$ cat src/hw/rtl/ccfr_pkg.sv
`timescale 1ns / 1ps
package ccfr_pkg;

    localparam int MAX_PAYLOAD     = 1024;
    localparam int STATE_BYTES     = 256;
    localparam int SPECT_BIN_COUNT = 128;

    localparam logic [15:0] CRC_INIT = 16'hFFFF;
    localparam logic [15:0] CRC_POLY = 16'h1021;

    localparam logic [2:0] PH_HUNT    = 3'd0;
    localparam logic [2:0] PH_OPCODE  = 3'd1;
    localparam logic [2:0] PH_LEN_LO  = 3'd2;
    localparam logic [2:0] PH_LEN_HI  = 3'd3;
    localparam logic [2:0] PH_PAYLOAD = 3'd4;
    localparam logic [2:0] PH_CRC_LO  = 3'd5;
    localparam logic [2:0] PH_CRC_HI  = 3'd6;

    localparam logic [2:0] ST_OK       = 3'd0;
    localparam logic [2:0] ST_NO_MAGIC = 3'd1;
    localparam logic [2:0] ST_BAD_LEN  = 3'd2;
    localparam logic [2:0] ST_BAD_CRC  = 3'd3;
    localparam logic [2:0] ST_BAD_VER  = 3'd4;
    localparam logic [2:0] ST_BAD_OP   = 3'd5;

    localparam logic [2:0] REG_MAGIC   = 3'd0;
    localparam logic [2:0] REG_FULL    = 3'd1;
    localparam logic [2:0] REG_PARTIAL = 3'd2;
    localparam logic [2:0] REG_TOUCH   = 3'd3;
    localparam logic [2:0] REG_HEART   = 3'd4;
    localparam logic [2:0] REG_SPECT   = 3'd5;
    localparam logic [2:0] REG_VERSION = 3'd6;

    typedef struct packed {
        logic [7:0] magic;
        logic [7:0] full_code;
        logic [7:0] partial_code;
        logic [7:0] touch_code;
        logic [7:0] heart_code;
        logic [7:0] spect_code;
        logic [7:0] version;
    } cfg_t;

    typedef struct packed {
        logic [2:0]  status;
        logic [7:0]  opcode;
        logic [10:0] length;
        logic [15:0] noise;
    } res_t;

    function automatic logic [15:0] crc_byte(input logic [15:0] crc, input logic [7:0] b);
        logic [15:0] c;
        c = crc ^ {b, 8'h00};
        for (int i = 0; i < 8; i++) begin
            c = c[15] ? ((c << 1) ^ CRC_POLY) : (c << 1);
        end
        return c;
    endfunction

endpackage

$ cat src/hw/rtl/ccfr_regs.sv
`timescale 1ns / 1ps
module ccfr_regs (
    input  logic           clk,
    input  logic           rst_n,
    input  logic           psel,
    input  logic           penable,
    input  logic           pwrite,
    input  logic [4:0]     paddr,
    input  logic [31:0]    pwdata,
    output logic [31:0]    prdata,
    output logic           pready,
    output ccfr_pkg::cfg_t cfg
);
    import ccfr_pkg::*;

    cfg_t cfg_reg;
    logic [2:0] idx;
    logic wr;

    assign idx    = paddr[4:2];
    assign wr     = psel && penable && pwrite;
    assign pready = 1'b1;
    assign cfg    = cfg_reg;

    always_ff @(posedge clk or negedge rst_n)
    begin
        if (!rst_n)
        begin
            cfg_reg <= '{8'd0, 8'd1, 8'd2, 8'd3, 8'd4, 8'd5, 8'd0};
        end
        else if (wr)
        begin
            case (idx)
                REG_MAGIC:   cfg_reg.magic        <= pwdata[7:0];
                REG_FULL:    cfg_reg.full_code    <= pwdata[7:0];
                REG_PARTIAL: cfg_reg.partial_code <= pwdata[7:0];
                REG_TOUCH:   cfg_reg.touch_code   <= pwdata[7:0];
                REG_HEART:   cfg_reg.heart_code   <= pwdata[7:0];
                REG_SPECT:   cfg_reg.spect_code   <= pwdata[7:0];
                REG_VERSION: cfg_reg.version      <= pwdata[7:0];
                default: ;
            endcase
        end
    end

    always_comb
    begin
        case (idx)
            REG_MAGIC:   prdata = {24'd0, cfg_reg.magic};
            REG_FULL:    prdata = {24'd0, cfg_reg.full_code};
            REG_PARTIAL: prdata = {24'd0, cfg_reg.partial_code};
            REG_TOUCH:   prdata = {24'd0, cfg_reg.touch_code};
            REG_HEART:   prdata = {24'd0, cfg_reg.heart_code};
            REG_SPECT:   prdata = {24'd0, cfg_reg.spect_code};
            REG_VERSION: prdata = {24'd0, cfg_reg.version};
            default:     prdata = 32'd0;
        endcase
    end
endmodule

$ cat src/hw/rtl/ccfr_parser.sv
`timescale 1ns / 1ps
module ccfr_parser (
    input  logic           clk,
    input  logic           rst_n,
    input  ccfr_pkg::cfg_t cfg,
    input  logic           in_go,
    input  logic [7:0]     b,
    output logic [1:0]     n_res,
    output ccfr_pkg::res_t res0,
    output ccfr_pkg::res_t res1
);
    import ccfr_pkg::*;

    logic [2:0]  phase_reg, phase_next;
    logic [15:0] crc_reg, crc_next;
    logic [7:0]  op_reg, op_next;
    logic [15:0] len_reg, len_next;
    logic [10:0] cnt_reg, cnt_next;
    logic [7:0]  tlo_reg, tlo_next;
    logic [15:0] noise_reg, noise_next;
    logic [2:0]  cph_reg, cph_next;
    logic [15:0] coff_reg, coff_next;
    logic [15:0] crem_reg, crem_next;
    logic        cerr_reg, cerr_next;
    logic        verr_reg, verr_next;

    logic [15:0] crc_b, full_len, crem_full;
    logic [7:0]  h1;
    logic [16:0] sum_a, sum_b;
    logic [2:0]  judge;
    logic [10:0] sat_len;

    assign crc_b     = crc_byte(crc_reg, b);
    assign full_len  = {b, len_reg[7:0]};
    assign h1        = len_reg[7:0];
    assign crem_full = {b, crem_reg[7:0]};
    assign sum_a     = {6'd0, cnt_reg} + 17'd1 + {1'b0, crem_full};
    assign sum_b     = {1'b0, coff_reg} + {1'b0, crem_full};
    assign sat_len   = (len_reg > 16'd2047) ? 11'd2047 : len_reg[10:0];

    always_comb
    begin
        if (op_reg == cfg.full_code)
            judge = (len_reg != 16'(STATE_BYTES)) ? ST_BAD_LEN :
                    (verr_reg ? ST_BAD_VER : ST_OK);
        else if (op_reg == cfg.partial_code)
            judge = (cerr_reg || cph_reg != 3'd0) ? ST_BAD_LEN : ST_OK;
        else if (op_reg == cfg.touch_code)
            judge = (len_reg != 16'd5) ? ST_BAD_LEN : ST_OK;
        else if (op_reg == cfg.heart_code)
            judge = (len_reg != 16'd0) ? ST_BAD_LEN : ST_OK;
        else if (op_reg == cfg.spect_code)
            judge = (len_reg != 16'(2 * SPECT_BIN_COUNT)) ? ST_BAD_LEN : ST_OK;
        else
            judge = ST_BAD_OP;
    end

    always_comb
    begin
        phase_next = phase_reg; crc_next = crc_reg; op_next = op_reg;
        len_next = len_reg; cnt_next = cnt_reg; tlo_next = tlo_reg;
        noise_next = noise_reg; cph_next = cph_reg; coff_next = coff_reg;
        crem_next = crem_reg; cerr_next = cerr_reg; verr_next = verr_reg;
        n_res = 2'd0;
        res0 = '0;
        res1 = '0;
        case (phase_reg)
            PH_OPCODE:
            begin
                op_next = b; crc_next = crc_b; phase_next = PH_LEN_LO;
            end
            PH_LEN_LO:
            begin
                len_next = {8'd0, b}; crc_next = crc_b; phase_next = PH_LEN_HI;
            end
            PH_LEN_HI:
            begin
                len_next = full_len;
                crc_next = crc_b;
                if (full_len > 16'(MAX_PAYLOAD))
                begin
                    n_res = 2'd1;
                    res0 = '{ST_BAD_LEN, op_reg,
                             (full_len > 16'd2047) ? 11'd2047 : full_len[10:0], 16'd0};
                    if (op_reg == cfg.magic)
                    begin
                        noise_next = 16'd0;
                        op_next = h1;
                        len_next = {8'd0, b};
                        crc_next = crc_byte(crc_byte(CRC_INIT, h1), b);
                        phase_next = PH_LEN_HI;
                    end
                    else if (h1 == cfg.magic)
                    begin
                        n_res = 2'd2;
                        res1 = '{ST_NO_MAGIC, 8'd0, 11'd0, 16'd1};
                        noise_next = 16'd0;
                        op_next = b;
                        crc_next = crc_byte(CRC_INIT, b);
                        phase_next = PH_LEN_LO;
                    end
                    else if (b == cfg.magic)
                    begin
                        n_res = 2'd2;
                        res1 = '{ST_NO_MAGIC, 8'd0, 11'd0, 16'd2};
                        noise_next = 16'd0;
                        crc_next = CRC_INIT;
                        phase_next = PH_OPCODE;
                    end
                    else
                    begin
                        noise_next = 16'd3;
                        phase_next = PH_HUNT;
                    end
                end
                else
                begin
                    cnt_next = 11'd0; cph_next = 3'd0; coff_next = 16'd0;
                    crem_next = 16'd0; cerr_next = 1'b0; verr_next = 1'b0;
                    phase_next = (full_len == 16'd0) ? PH_CRC_LO : PH_PAYLOAD;
                end
            end
            PH_PAYLOAD:
            begin
                crc_next = crc_b;
                if (cnt_reg == 11'd0 && b != cfg.version)
                    verr_next = 1'b1;
                if (!cerr_reg)
                begin
                    case (cph_reg)
                        3'd0: begin coff_next = {8'd0, b}; cph_next = 3'd1; end
                        3'd1: begin coff_next = {b, coff_reg[7:0]}; cph_next = 3'd2; end
                        3'd2: begin crem_next = {8'd0, b}; cph_next = 3'd3; end
                        3'd3:
                        begin
                            crem_next = crem_full;
                            if (sum_a > {1'b0, len_reg} || sum_b > 17'(STATE_BYTES))
                                cerr_next = 1'b1;
                            cph_next = (crem_full == 16'd0) ? 3'd0 : 3'd4;
                        end
                        default:
                        begin
                            if (crem_reg <= 16'd1)
                            begin
                                crem_next = 16'd0;
                                cph_next = 3'd0;
                            end
                            else
                                crem_next = crem_reg - 16'd1;
                        end
                    endcase
                end
                cnt_next = cnt_reg + 11'd1;
                if ({5'd0, cnt_next} >= len_reg)
                    phase_next = PH_CRC_LO;
            end
            PH_CRC_LO:
            begin
                tlo_next = b; phase_next = PH_CRC_HI;
            end
            PH_CRC_HI:
            begin
                n_res = 2'd1;
                res0 = '{({b, tlo_reg} != crc_reg) ? ST_BAD_CRC : judge,
                         op_reg, sat_len, 16'd0};
                phase_next = PH_HUNT;
                noise_next = 16'd0;
            end
            default:
            begin
                phase_next = PH_HUNT;
                if (b == cfg.magic)
                begin
                    if (noise_reg != 16'd0)
                    begin
                        n_res = 2'd1;
                        res0 = '{ST_NO_MAGIC, 8'd0, 11'd0, noise_reg};
                    end
                    noise_next = 16'd0;
                    crc_next = CRC_INIT;
                    phase_next = PH_OPCODE;
                end
                else if (noise_reg != 16'hFFFF)
                    noise_next = noise_reg + 16'd1;
            end
        endcase
    end

    always_ff @(posedge clk or negedge rst_n)
    begin
        if (!rst_n)
        begin
            phase_reg <= PH_HUNT; crc_reg <= CRC_INIT; op_reg <= '0; len_reg <= '0;
            cnt_reg <= '0; tlo_reg <= '0; noise_reg <= '0; cph_reg <= '0;
            coff_reg <= '0; crem_reg <= '0; cerr_reg <= 1'b0; verr_reg <= 1'b0;
        end
        else if (in_go)
        begin
            phase_reg <= phase_next; crc_reg <= crc_next; op_reg <= op_next;
            len_reg <= len_next; cnt_reg <= cnt_next; tlo_reg <= tlo_next;
            noise_reg <= noise_next; cph_reg <= cph_next; coff_reg <= coff_next;
            crem_reg <= crem_next; cerr_reg <= cerr_next; verr_reg <= verr_next;
        end
    end
endmodule

$ cat src/hw/rtl/crc_checked_frame_receiver.sv
`timescale 1ns / 1ps
// Byte-stream deframer: hunts for the magic byte, parses an opcode and a
// little-endian length, runs CRC16-CCITT over header and payload and reports
// one status request per frame, plus a no-magic request for skipped noise.
// Each link byte is handled in a single registered pass (bytewise CRC and
// header/chunk checks), so a byte can be accepted every cycle unless the
// output stalls. A byte that causes two results (bad length, then a no-magic
// report) holds the second in a one-entry slot; input stalls until it drains.
module crc_checked_frame_receiver (
    input  logic        clk,
    input  logic        rst_n,
    input  logic        psel,
    input  logic        penable,
    input  logic        pwrite,
    input  logic [4:0]  paddr,
    input  logic [31:0] pwdata,
    output logic [31:0] prdata,
    output logic        pready,
    input  logic        in_valid,
    output logic        in_stall,
    input  logic [7:0]  rx_byte,
    output logic        out_valid,
    input  logic        out_stall,
    output logic [2:0]  status,
    output logic [7:0]  frame_opcode,
    output logic [10:0] frame_length,
    output logic [15:0] noise_count,
    output logic        last
);
    import ccfr_pkg::*;

    cfg_t cfg;
    res_t res0, res1, out_reg, spare_reg;
    logic [1:0] n_res;
    logic out_v_reg, out_last_reg, spare_v_reg, in_go, out_free;

    ccfr_regs u_regs (
        .clk(clk), .rst_n(rst_n), .psel(psel), .penable(penable), .pwrite(pwrite),
        .paddr(paddr), .pwdata(pwdata), .prdata(prdata), .pready(pready), .cfg(cfg)
    );

    // The output register frees when empty or taken this cycle.
    assign out_free = !out_v_reg || !out_stall;
    assign in_stall = spare_v_reg || !out_free;
    assign in_go    = in_valid && !in_stall;

    ccfr_parser u_parser (
        .clk(clk), .rst_n(rst_n), .cfg(cfg), .in_go(in_go), .b(rx_byte),
        .n_res(n_res), .res0(res0), .res1(res1)
    );

    always_ff @(posedge clk or negedge rst_n)
    begin
        if (!rst_n)
        begin
            out_v_reg   <= 1'b0;
            spare_v_reg <= 1'b0;
        end
        else if (out_free)
        begin
            if (spare_v_reg)
            begin
                out_v_reg   <= 1'b1;
                spare_v_reg <= 1'b0;
            end
            else
            begin
                out_v_reg   <= in_go && (n_res != 2'd0);
                spare_v_reg <= in_go && (n_res == 2'd2);
            end
        end
    end

    always_ff @(posedge clk)
    begin
        if (out_free)
        begin
            if (spare_v_reg)
            begin
                out_reg      <= spare_reg;
                out_last_reg <= 1'b1;
            end
            else
            begin
                out_reg      <= res0;
                out_last_reg <= (n_res != 2'd2);
                spare_reg    <= res1;
            end
        end
    end

    assign out_valid    = out_v_reg;
    assign status       = out_reg.status;
    assign frame_opcode = out_reg.opcode;
    assign frame_length = out_reg.length;
    assign noise_count  = out_reg.noise;
    assign last         = out_last_reg;
endmodule
$ cat config.mk
export PLATFORM = sky130hd
export DESIGN_NAME = crc_checked_frame_receiver
export DESIGN_NICKNAME = d
export VERILOG_FILES = /design/src/hw/rtl/ccfr_pkg.sv /design/src/hw/rtl/ccfr_regs.sv /design/src/hw/rtl/ccfr_parser.sv /design/src/hw/rtl/crc_checked_frame_receiver.sv
export SDC_FILE = /design/constraint.sdc
export NUM_CORES = 1
export LEC_CHECK = 0
export BUFFER_PORTS_ARGS = -buffer_cell sky130_fd_sc_hd__buf_2
export CAP_MARGIN = 20
export CORE_MARGIN = 2
export CORE_UTILIZATION = 45
export DETAILED_ROUTE_END_ITERATION = 8
export MAX_ROUTING_LAYER = met4
export PLACE_DENSITY_LB_ADDON = 0.12
export SYNTH_ARGS = -nofsm -noshare
export SYNTH_HDL_FRONTEND = slang
export SYNTH_SLANG_ARGS = --single-unit
export TNS_END_PERCENT = 30
$ cat constraint.sdc
create_clock -name clk -period 6.8 [get_ports clk]
set_input_delay 0.68 -clock clk [delete_from_list [all_inputs] [get_ports clk]]
set_output_delay 0.68 -clock clk [all_outputs]
set_load 0.02 [all_outputs]
==> impl_metrics.csv, run 1 <==
group,metric,value,unit
place,gp_congestion,0.884,
place,place_hpwl,30.1,mm
die,row_count,66,
die,pin_count,126,
worst_setup_path,critPathKind,"reg -> reg",
finish,most-common-layout-cells,"150 x dfrtp_1, 144 x nor2_1, 120 x nand2_1",
yosys,synth_ff_type,"dfrtp_1",
finish,mostFrequentLayoutCell,"dfrtp_1",
die,die_h,186,µm
grt,grt_usage,0.259,
run,max-cap-violations,0,
routing,viasPerCell,5.85,
worst_setup_path,crit_path_max_incr_delay,0.45,ns
finish,finish.instance_area,0.0162,mm²
die,die-area,0.0345,mm²
timing,finalCritPeriodShare,0.647,
cts,numCtsBuffers,25,
worst_setup_path,rr_worst_depth,18,
worst_setup_path,crit_path_end,"u_parser.cerr_reg",
routing,via_count,12100,
power_and_ir_drop,switching_share,0.400,
worst_setup_path,required,7.19,ns
cts,cts_tree,"built",
timing,whs,0.130,ns
finish,nets,1729,
yosys,synth.area.top_cells,"dfrtp_1 25%, edfxtp_1 8.5%, xnor2_1 6.9%, ha_1 5.4%, mux2_2 5.1%",
grt,grt_pass1_wl,67.6,mm
worst_setup_path,crit_cells,18,
yosys,synthDistinctLibCells,89,
grt,busiest_layer,"met2",
grt,grtUsageMet1,0.372,
grt,grt_overflow_total,0,
power_and_ir_drop,p_clk_frac,0.234,
cts,ctsResizeCount,0,
run_status,status,"finished, final reports clean",
cts,ctsHoldBuffers,0,
yosys,synth_edf_count,42,
timing,fin_skew,0.0121,ns
finish,regArea,0.00562,mm²
power_and_ir_drop,pwr-share-comb,0.393,
worst_setup_path,r2r-end,"u_parser.cerr_reg",
cts,cts.sinks,215,
yosys,synth-async-reset-ratio,0.805,
yosys,synth_seq_cells,215,
routing,drt-initial-drc-count,967,
cts,cts_setup_buffers,0,
worst_setup_path,cp_max_fo,7,
timing,relSlewSlack,0.301,
routing,ant_nets,0,
power_and_ir_drop,p_int,3490,µW
routing,drt-total-wl,42.6,mm
timing,fmax,227,MHz
timing,tightest_slew,1.04,ns
finish,antenna_cells,0,
finish,area_growth,8.91,%
worst_setup_path,r2r_slack,2.40,ns
worst_setup_path,critPathCaptureType,"flop",
worst_setup_path,crit_family,"simple AND/OR/NAND/NOR gates",
worst_setup_path,critPathLaunch,"u_parser.cnt_reg[2]",
place,place_area,0.0153,mm²
finish,largest_register_ffs,56,
worst_setup_path,start_kind,"flop",
power_and_ir_drop,power.switching,2330,µW
yosys,synth_top_area_share,0.253,
finish,multi_input_area,0.00856,mm²
worst_setup_path,cpMostUsedCell,"and3_1",
timing,rsz0062_at_grt,"no",
cts,insertion_delay,0.53,ns
place,port_buffers,74,
finish,fill_cells,3180,
yosys,ys_seq_area_frac,0.378,
yosys,netlist.top_cell.by_area,"dfrtp_1",
grt,antenna_found_initial,0,
cts,htree_levels,1,
worst_setup_path,path_cells,"and3_1 > and3_1 > and3_1 > and3_1 > xor2_1 > ha_1 > or3_1 > a41oi_1 > nor2_1 > xnor2_1 > ha_1 > nand2_1 > nor3_1 > o2bb2ai_1 > a41oi_1 > a211oi_1 > and4_1 > a41oi_1",
cts,clk_pin_slew_worst_paths,0.06,ns
worst_setup_path,cp_num_buf_inv,0,
cts,clockBufferDepth,3,
routing,drc_errors,0,
timing,setup_viol,0,
power_and_ir_drop,p_leak,0.00684,µW
grt,met3_usage,0.0293,
timing,maxSlewViolCount,0,
timing,fin_setup_tns,0,ns
die,die_w,186,µm
grt,grt_max_degree,73,
routing,first_pass_iters,6,
die,start_util,0.456,
worst_setup_path,worstPathArrival,4.79,ns
grt,met2_usage,0.392,
yosys,netlist_area,0.0149,mm²
min_path,hold_class,"in -> async",
timing,hold_viol,0,
timing,period_needed,4.40,ns
grt,grt_pass1_vias,11700,
power_and_ir_drop,seq_power_share,0.373,
routing,avgRoutedWirePerCell,20.5,µm
yosys,ys_warn_count,0,
die,core,0.0325,mm²
cts,root_buffer,"clkbuf_16",
yosys,syn_avg_cell_area,9.35,µm²
worst_setup_path,reg2reg_from,"u_parser.cnt_reg[2]",
power_and_ir_drop,irDropWorstVdd,0.191,mV
power_and_ir_drop,powerDensity,359,mW/mm²
yosys,synthCells,1589,
finish,drive_gt1_frac,0.150,
worst_setup_path,critical_path.slowest_cell,"dfrtp_1",
-- stage by stage --
| stage | util | cells | setup WS (ns) | total power, µW |
|---|---|---|---|---|
| global route | 0.497 | 2071 | 2.00 | 6180 |
| CTS | 0.497 | 2070 | 2.40 | 5830 |
| global placement | 0.471 | 2024 | 2.44 | 4410 |
| detailed placement | 0.472 | 2025 | 2.39 | 4450 |
| finish | 0.497 | 2071 | 2.40 | 5810 |
| floorplan | - | 1612 | 2.93 | 3850 |
-- area by class of cell --
type,instances,share of cell area
inverter,46,0.0107
sequential,215,0.347
clock buffer,33,0.0418
clock inverter,12,0.00921
timing repair buffer,84,0.0276
tap,442,0.0342
multi-input combinational,1239,0.529
-- cell usage after synthesis, types with 5 or more instances --
master    count
o31ai_1      26
o211ai_1     15
a22oi_1       7
nor2b_1       8
buf_4        30
ha_1         64
or4_1         6
a211oi_1     14
and2_1       28
nand2_1     121
buf_2        25
o21ai_1      13
nor2_1      144
o41ai_1       8
dfrtp_1     150
nand2b_1     11
mux2i_1      18
o22a_1        5
nor3_1       36
xnor2_1     117
nand3_1      41
xor2_1       71
o221ai_1      6
o21ai_0      82
edfxtp_1     42
nand4_1      25
and3_1       18
or3_1         5
mux2_2       67
nor4_1       16
or2_2         7
a21o_1       10
clkbuf_1     52
a21oi_1      88
inv_1        44
dfstp_2      23
nand3b_1      5
a22o_1       17
o21a_1       11
a31oi_1      18
-- cells by family after synthesis --
logic type	share of synthesized area
AND/OR/NAND/NOR	0.164
AO/OA/AOI/OAI	0.171
flip-flops	0.378
XOR/XNOR	0.113
buffers and inverters	0.0517
multiplexers	0.0645
adder cells (fa/ha/maj)	0.0566
other	0.000506
-- worst min-delay path by stage --
stage | from | endpoint | slack, ns | cells past startpoint
finish | rst_n | u_parser.noise_reg[4] | 0.13 | 1
global route | rst_n | u_parser.noise_reg[8] | 0.17 | 1
CTS | rst_n | u_parser.noise_reg[4] | 0.15 | 1
detailed placement | u_parser.coff_reg[8] | u_parser.coff_reg[8] | 0.48 | 2
global placement | u_parser.coff_reg[9] | u_parser.coff_reg[9] | 0.47 | 2
floorplan | rst_n | out_valid | 0.38 | 0
-- power by group through the flow --
stage          Clock [µW]  Combinational [µW]  Sequential (µW)
2_1_floorplan           0                1900             1950
3_3_place_gp            0                2230             2180
3_5_place_dp            0                2270             2180
4_1_cts              1390                2280             2160
5_1_grt              1440                2530             2210
6_report             1360                2280             2170
-- routing by layer --
layer / part of all wire / vias to the layer above
li1: - / 5743
met1: 0.47 / 5948
met2: 0.45 / 369
met3: 0.056 / 58
met4: 0.021 / 0
met5: 0 / -
Note: power is estimated with default switching activity, not from simulation.
==> inputs of run 2 (changes only) <==
==> constraint.sdc (replaced) <==
create_clock -name clk -period 4.2 [get_ports clk]
set_input_delay 0.42 -clock clk [delete_from_list [all_inputs] [get_ports clk]]
set_output_delay 0.42 -clock clk [all_outputs]
set_load 0.02 [all_outputs]
==> run 2 against run 1 <==
Effect of this change: sequential share of layout area decreased by 0.93 points; non-clock buffer count increased by 41; largest cell class unchanged; sequential power increased by 60%; first-iteration DRC count decreased by 8.7%.
==> impl_metrics.csv, run 2 (synthesis gave the netlist of run 1 again) <==
group,metric,value,unit
run_status,status,"finished, final reports clean",
die,pin_count,126,
worst_setup_path,start_kind,"flop",
place,port_buffers,74,
timing,relSlewSlack,0.339,
timing,hold_viol,0,
timing,fin_skew,0.00848,ns
cts,cts_tree,"built",
timing,tightest_slew,0.988,ns
cts,numCtsBuffers,26,
cts,clk_pin_slew_worst_paths,0.06,ns
finish,stdcell_count,2115,
worst_setup_path,rr_worst_depth,18,
worst_setup_path,critPathCaptureType,"flop",
die,die_w,186,µm
timing,maxSlewViolCount,0,
finish,mostFrequentLayoutCell,"dfrtp_1",
routing,drt-initial-drc-count,883,
die,row_count,66,
routing,drt-total-wl,43.5,mm
grt,grt_overflow_total,0,
grt,grt_pass1_vias,11600,
min_path,hold_end,"out_valid",
finish,largest_register_ffs,56,
min_path,hold_depth,3,
die,start_util,0.456,
cts,clockBufferDepth,3,
finish,most-common-layout-cells,"149 x dfrtp_1, 144 x nor2_1, 120 x nand2_1",
timing,period_needed,3.98,ns
grt,grt_max_degree,87,
cts,cts.sinks,215,
die,die_h,186,µm
timing,fmax,252,MHz
timing,setup_viol,0,
min_path,hold_start,"in_valid",
min_path,hold_class,"in -> reg",
cts,insertion_delay,0.55,ns
routing,avgRoutedWirePerCell,20.6,µm
worst_setup_path,r2r_slack,0.22,ns
routing,via_count,12300,
finish,drive_gt1_frac,0.178,
routing,viasPerCell,5.82,
worst_setup_path,critical_path.slowest_cell,"dfrtp_2",
routing,ant_nets,0,
worst_setup_path,crit_path_max_incr_delay,0.41,ns
grt,grt_usage,0.260,
routing,first_pass_iters,5,
place,place_hpwl,31.0,mm
place,pre_cts_slack,-0.00880,ns
timing,timing.final.ws_setup,0.224,ns
worst_setup_path,path_cells,"ha_2 > and3_1 > and3_1 > nand3_1 > xnor2_2 > ha_1 > or2_2 > a21oi_2 > a31oi_4 > xnor2_1 > ha_1 > nand4_1 > nor3_2 > o31ai_1 > a41oi_1 > a211oi_1 > and4_1 > a41oi_1",
place,gp_congestion,0.915,
cts,htree_levels,1,
timing,whs,0.150,ns
worst_setup_path,worstPathArrival,4.45,ns
worst_setup_path,r2r-end,"u_parser.cerr_reg",
die,core,0.0325,mm²
finish,post-route-util,0.511,
finish,nets,1771,
worst_setup_path,critPathKind,"reg -> reg",
grt,antenna_found_initial,0,
cts,root_buffer,"clkbuf_16",
worst_setup_path,reg2reg_from,"u_parser.cnt_reg[0]",
die,die-area,0.0345,mm²
power_and_ir_drop,irDropWorstVdd,0.304,mV
grt,grt_pass1_wl,67.4,mm
power_and_ir_drop,p_leak,0.00707,µW
worst_setup_path,required,4.67,ns
run,max-cap-violations,0,
finish,antenna_cells,0,
worst_setup_path,cp_max_fo,7,
finish,area_growth,11.9,%
place,place_inst,2064,
routing,drc_errors,0,
timing,finalCritPeriodShare,0.947,
power_and_ir_drop,powerDensity,579,mW/mm²
==> run 2: cell count changes in the layout (fill, tap and decap cells not counted), moves of 2 or more <==
cell	delta
buf_4	+40
clkbuf_1	+3
xor2_1	-3
xor2_2	+3
clkbuf_8	+2
clkinv_4	-2
==> run 2: worst max-delay path, delay by kind of cell, from the launching register on <==
| family | cells | cell delay, ns |
|---|---|---|
| flops | 1 | 0.41 |
| compound gates | 6 | 0.84 |
| simple gates | 7 | 1.47 |
| xor+xnor | 2 | 0.33 |
| fa+ha+maj | 3 | 0.85 |
==> run 2: stage by stage <==
| stage | setup TNS [ns] | instance area (µm²) | total power [µW] |
|---|---|---|---|
| final | 0 | 16600 | 9630 |
| after global routing | -0.0222 | 16600 | 10200 |
| after CTS | 0 | 16500 | 9640 |
| after detailed placement | -0.00880 | 15700 | 7290 |
| after global placement | 0 | 15700 | 7230 |
| after floorplan | 0 | 14900 | 6230 |
==> run 2: worst max path at each step <==
stage / start / end / slack (ns) / cells after the start
finish: u_parser.cnt_reg[0] / u_parser.cerr_reg / 0.22 / 18
global route: u_parser.cnt_reg[2] / u_parser.cerr_reg / -0.02 / 17
CTS: u_parser.cnt_reg[0] / u_parser.cerr_reg / 0.003 / 18
detailed placement: u_parser.cnt_reg[0] / u_parser.cerr_reg / -0.009 / 18
global placement: u_parser.cnt_reg[0] / u_parser.cerr_reg / 0.1 / 18
floorplan: u_parser.cnt_reg[2] / u_parser.cerr_reg / 0.33 / 18
==> run 2: layout make-up <==
type | instances | area [µm²]
Fill cell | 3117 | 15900
Multi-Input combinational cell | 1239 | 8630
Sequential cell | 215 | 5620
Timing Repair Buffer | 125 | 772
Clock buffer | 39 | 739
Tap cell | 442 | 553
Inverter | 46 | 173
Clock inverter | 9 | 138
==> run 2: repair_timing <==
item                                    4_1_cts  5_1_grt
hold buffers                                  1        0
resized for setup                             0       14
setup buffers                                 0        1
hold endpoints to repair                     24        0
endpoints found under the setup margin        0        1
==> run 2: layer usage <==
layer | up-vias | wire length (µm) | part of all wire | track usage
li1 | 5828 | - | - | -
met1 | 6040 | 20600 | 0.47 | 0.370
met2 | 382 | 19400 | 0.45 | 0.392
met3 | 68 | 2580 | 0.059 | 0.0372
met4 | 0 | 944 | 0.022 | 0.0598
met5 | - | 0 | 0 | -
==> run 2: report_power, final <==
part / switching [µW] / total, µW / internal (µW) / leakage [µW]
sequential: 770 / 3470 / 2700 / 0.00268
clock: 917 / 2320 / 1400 / 0.000425
combinational: 2150 / 3850 / 1700 / 0.00396
==> inputs of run 3 (changes only) <==
==> constraint.sdc (replaced) <==
create_clock -name clk -period 4.2 [get_ports clk]
set_input_delay 0.21 -clock clk [delete_from_list [all_inputs] [get_ports clk]]
set_output_delay 0.21 -clock clk [all_outputs]
set_load 0.02 [all_outputs]
==> run 3 against run 2 <==
Effect of this change: core utilization barely moved; power increased by 1.1%; via count grew 0.15%; sequential share of layout area about the same; cell count shrank 0.43%; global-route usage grew 0.19 points; largest power group unchanged; highest routed layer unchanged.
==> impl_metrics.csv, run 3 (synthesis gave the netlist of run 1 again) <==
group,metric,value,unit
run_status,status,"finished, final reports clean",
min_path,hold_depth,2,
worst_setup_path,start_kind,"flop",
grt,grt_usage,0.261,
worst_setup_path,cp_max_fo,4,
grt,grt_max_degree,92,
min_path,hold_start,"pwdata[4]",
routing,drc_errors,0,
finish,most-common-layout-cells,"149 x dfrtp_1, 144 x nor2_1, 120 x nand2_1",
routing,avgRoutedWirePerCell,20.7,µm
worst_setup_path,worstPathArrival,4.48,ns
timing,setup_viol,0,
worst_setup_path,critPathCaptureType,"flop",
power_and_ir_drop,p_leak,0.00704,µW
worst_setup_path,crit_path_max_incr_delay,0.40,ns
finish,drive_gt1_frac,0.174,
min_path,hold_class,"in -> reg",
routing,ant_nets,0,
cts,clockBufferDepth,3,
cts,root_buffer,"clkbuf_16",
die,die_w,186,µm
grt,grt_pass1_vias,11700,
routing,drt-initial-drc-count,1118,
worst_setup_path,required,4.65,ns
worst_setup_path,rr_worst_depth,17,
routing,first_pass_iters,5,
worst_setup_path,critPathKind,"reg -> reg",
place,place_inst,2051,
worst_setup_path,reg2reg_from,"u_parser.cnt_reg[2]",
grt,antenna_found_initial,0,
routing,viasPerCell,5.86,
run,max-cap-violations,0,
die,pin_count,126,
cts,clk_pin_slew_worst_paths,0.06,ns
place,gp_congestion,0.890,
finish,antenna_cells,0,
finish,nets,1762,
power_and_ir_drop,power.total,9730,µW
die,core,0.0325,mm²
cts,cts.sinks,215,
finish,stdcell_count,2106,
timing,fin_skew,0.0178,ns
routing,drt-total-wl,43.7,mm
worst_setup_path,critPathLaunch,"u_parser.cnt_reg[2]",
grt,grt_overflow_total,0,
cts,cts_tree,"built",
timing,fin_setup_tns,0,ns
timing,tightest_slew,1.02,ns
min_path,hold_end,"u_regs.cfg[4]",
worst_setup_path,r2r_slack,0.17,ns
worst_setup_path,path_cells,"and3_1 > and3_2 > and3_4 > and3_2 > xor2_1 > ha_1 > or3_1 > and3_1 > xor2_1 > ha_1 > nand4_1 > nor3_2 > o31ai_1 > a41oi_1 > a211oi_1 > and4_1 > a41oi_1",
finish,largest_register_ffs,56,
worst_setup_path,r2r-end,"u_parser.cerr_reg",
cts,numCtsBuffers,26,
timing,fmax,248,MHz
grt,grt_pass1_wl,67.7,mm
worst_setup_path,critical_path.slowest_cell,"or3_1",
cts,insertion_delay,0.55,ns
die,row_count,66,
timing,relSlewSlack,0.312,
routing,via_count,12300,
place,place_hpwl,30.6,mm
place,port_buffers,74,
timing,period_needed,4.03,ns
die,die-area,0.0345,mm²
die,die_h,186,µm
timing,hold_viol,0,
die,start_util,0.456,
timing,finalCritPeriodShare,0.959,
timing,maxSlewViolCount,0,
power_and_ir_drop,irDropWorstVdd,0.297,mV
finish,mostFrequentLayoutCell,"dfrtp_1",
timing,whs,0.0335,ns
finish,area_growth,11.9,%
cts,htree_levels,1,
power_and_ir_drop,powerDensity,586,mW/mm²
## run 3: cell types whose count changed in the layout (fill, tap and decap cells not counted), moves of 2 or more
cell,delta
and3_1,-3
and3_2,+2
buf_4,-11
clkbuf_1,-3
clkinv_1,+2
dlygate4sd3_1,+2
xor2_1,+2
xor2_2,-2
## run 3: worst max-delay path, delay by kind of cell, from the launching register on
family | cells | cell delay [ns]
compound gates | 4 | 0.60
xor+xnor | 2 | 0.30
fa+ha+maj | 2 | 0.63
flops | 1 | 0.37
simple gates | 9 | 2.03
## run 3: final cells by class
| cell class | instances | area, µm² |
|---|---|---|
| fill | 3081 | 15900 |
| clock buffer | 38 | 767 |
| timing repair buffer | 116 | 712 |
| multi-input combinational | 1239 | 8640 |
| tap | 442 | 553 |
| inverter | 46 | 173 |
| sequential | 215 | 5620 |
| clock inverter | 10 | 150 |
## run 3: worst max-delay path by stage
stage	to	slack, ns	depth (start not counted)
2_1_floorplan	u_parser.cerr_reg	0.33	18
3_3_place_gp	u_parser.cerr_reg	0.13	19
3_5_place_dp	u_parser.cerr_reg	0.02	19
4_1_cts	u_parser.cerr_reg	0.02	19
5_1_grt	u_parser.cerr_reg	-0.03	18
6_report	u_parser.cerr_reg	0.17	17
## run 3: per-stage QoR
stage / setup WS, ns / util / instance area (µm²)
3_3_place_gp: 0.132 / 0.478 / 15600
3_5_place_dp: 0.0245 / 0.478 / 15600
6_report: 0.171 / 0.511 / 16600
2_1_floorplan: 0.327 / - / 14900
5_1_grt: -0.0277 / 0.511 / 16600
4_1_cts: 0.0229 / 0.507 / 16500
## run 3: where the power goes
group	switching (µW)	internal (µW)	leakage [µW]
Clock	915	1500	0.000447
Sequential	755	2700	0.00268
Combinational	2180	1690	0.00391
## run 3: layer usage
layer / GRT usage / routed length [µm] / part of all wire
met5: - / 0 / 0
met4: 0.0620 / 979 / 0.022
met3: 0.0415 / 2780 / 0.064
met2: 0.391 / 19400 / 0.44
met1: 0.372 / 20500 / 0.47
## run 3: repair_timing
item / 4_1_cts / 5_1_grt
setup endpoints to repair: 0 / 1
setup buffers: 0 / 3
gates resized for setup: 0 / 18
hold buffers: 3 / 0
hold endpoints to repair: 68 / 0
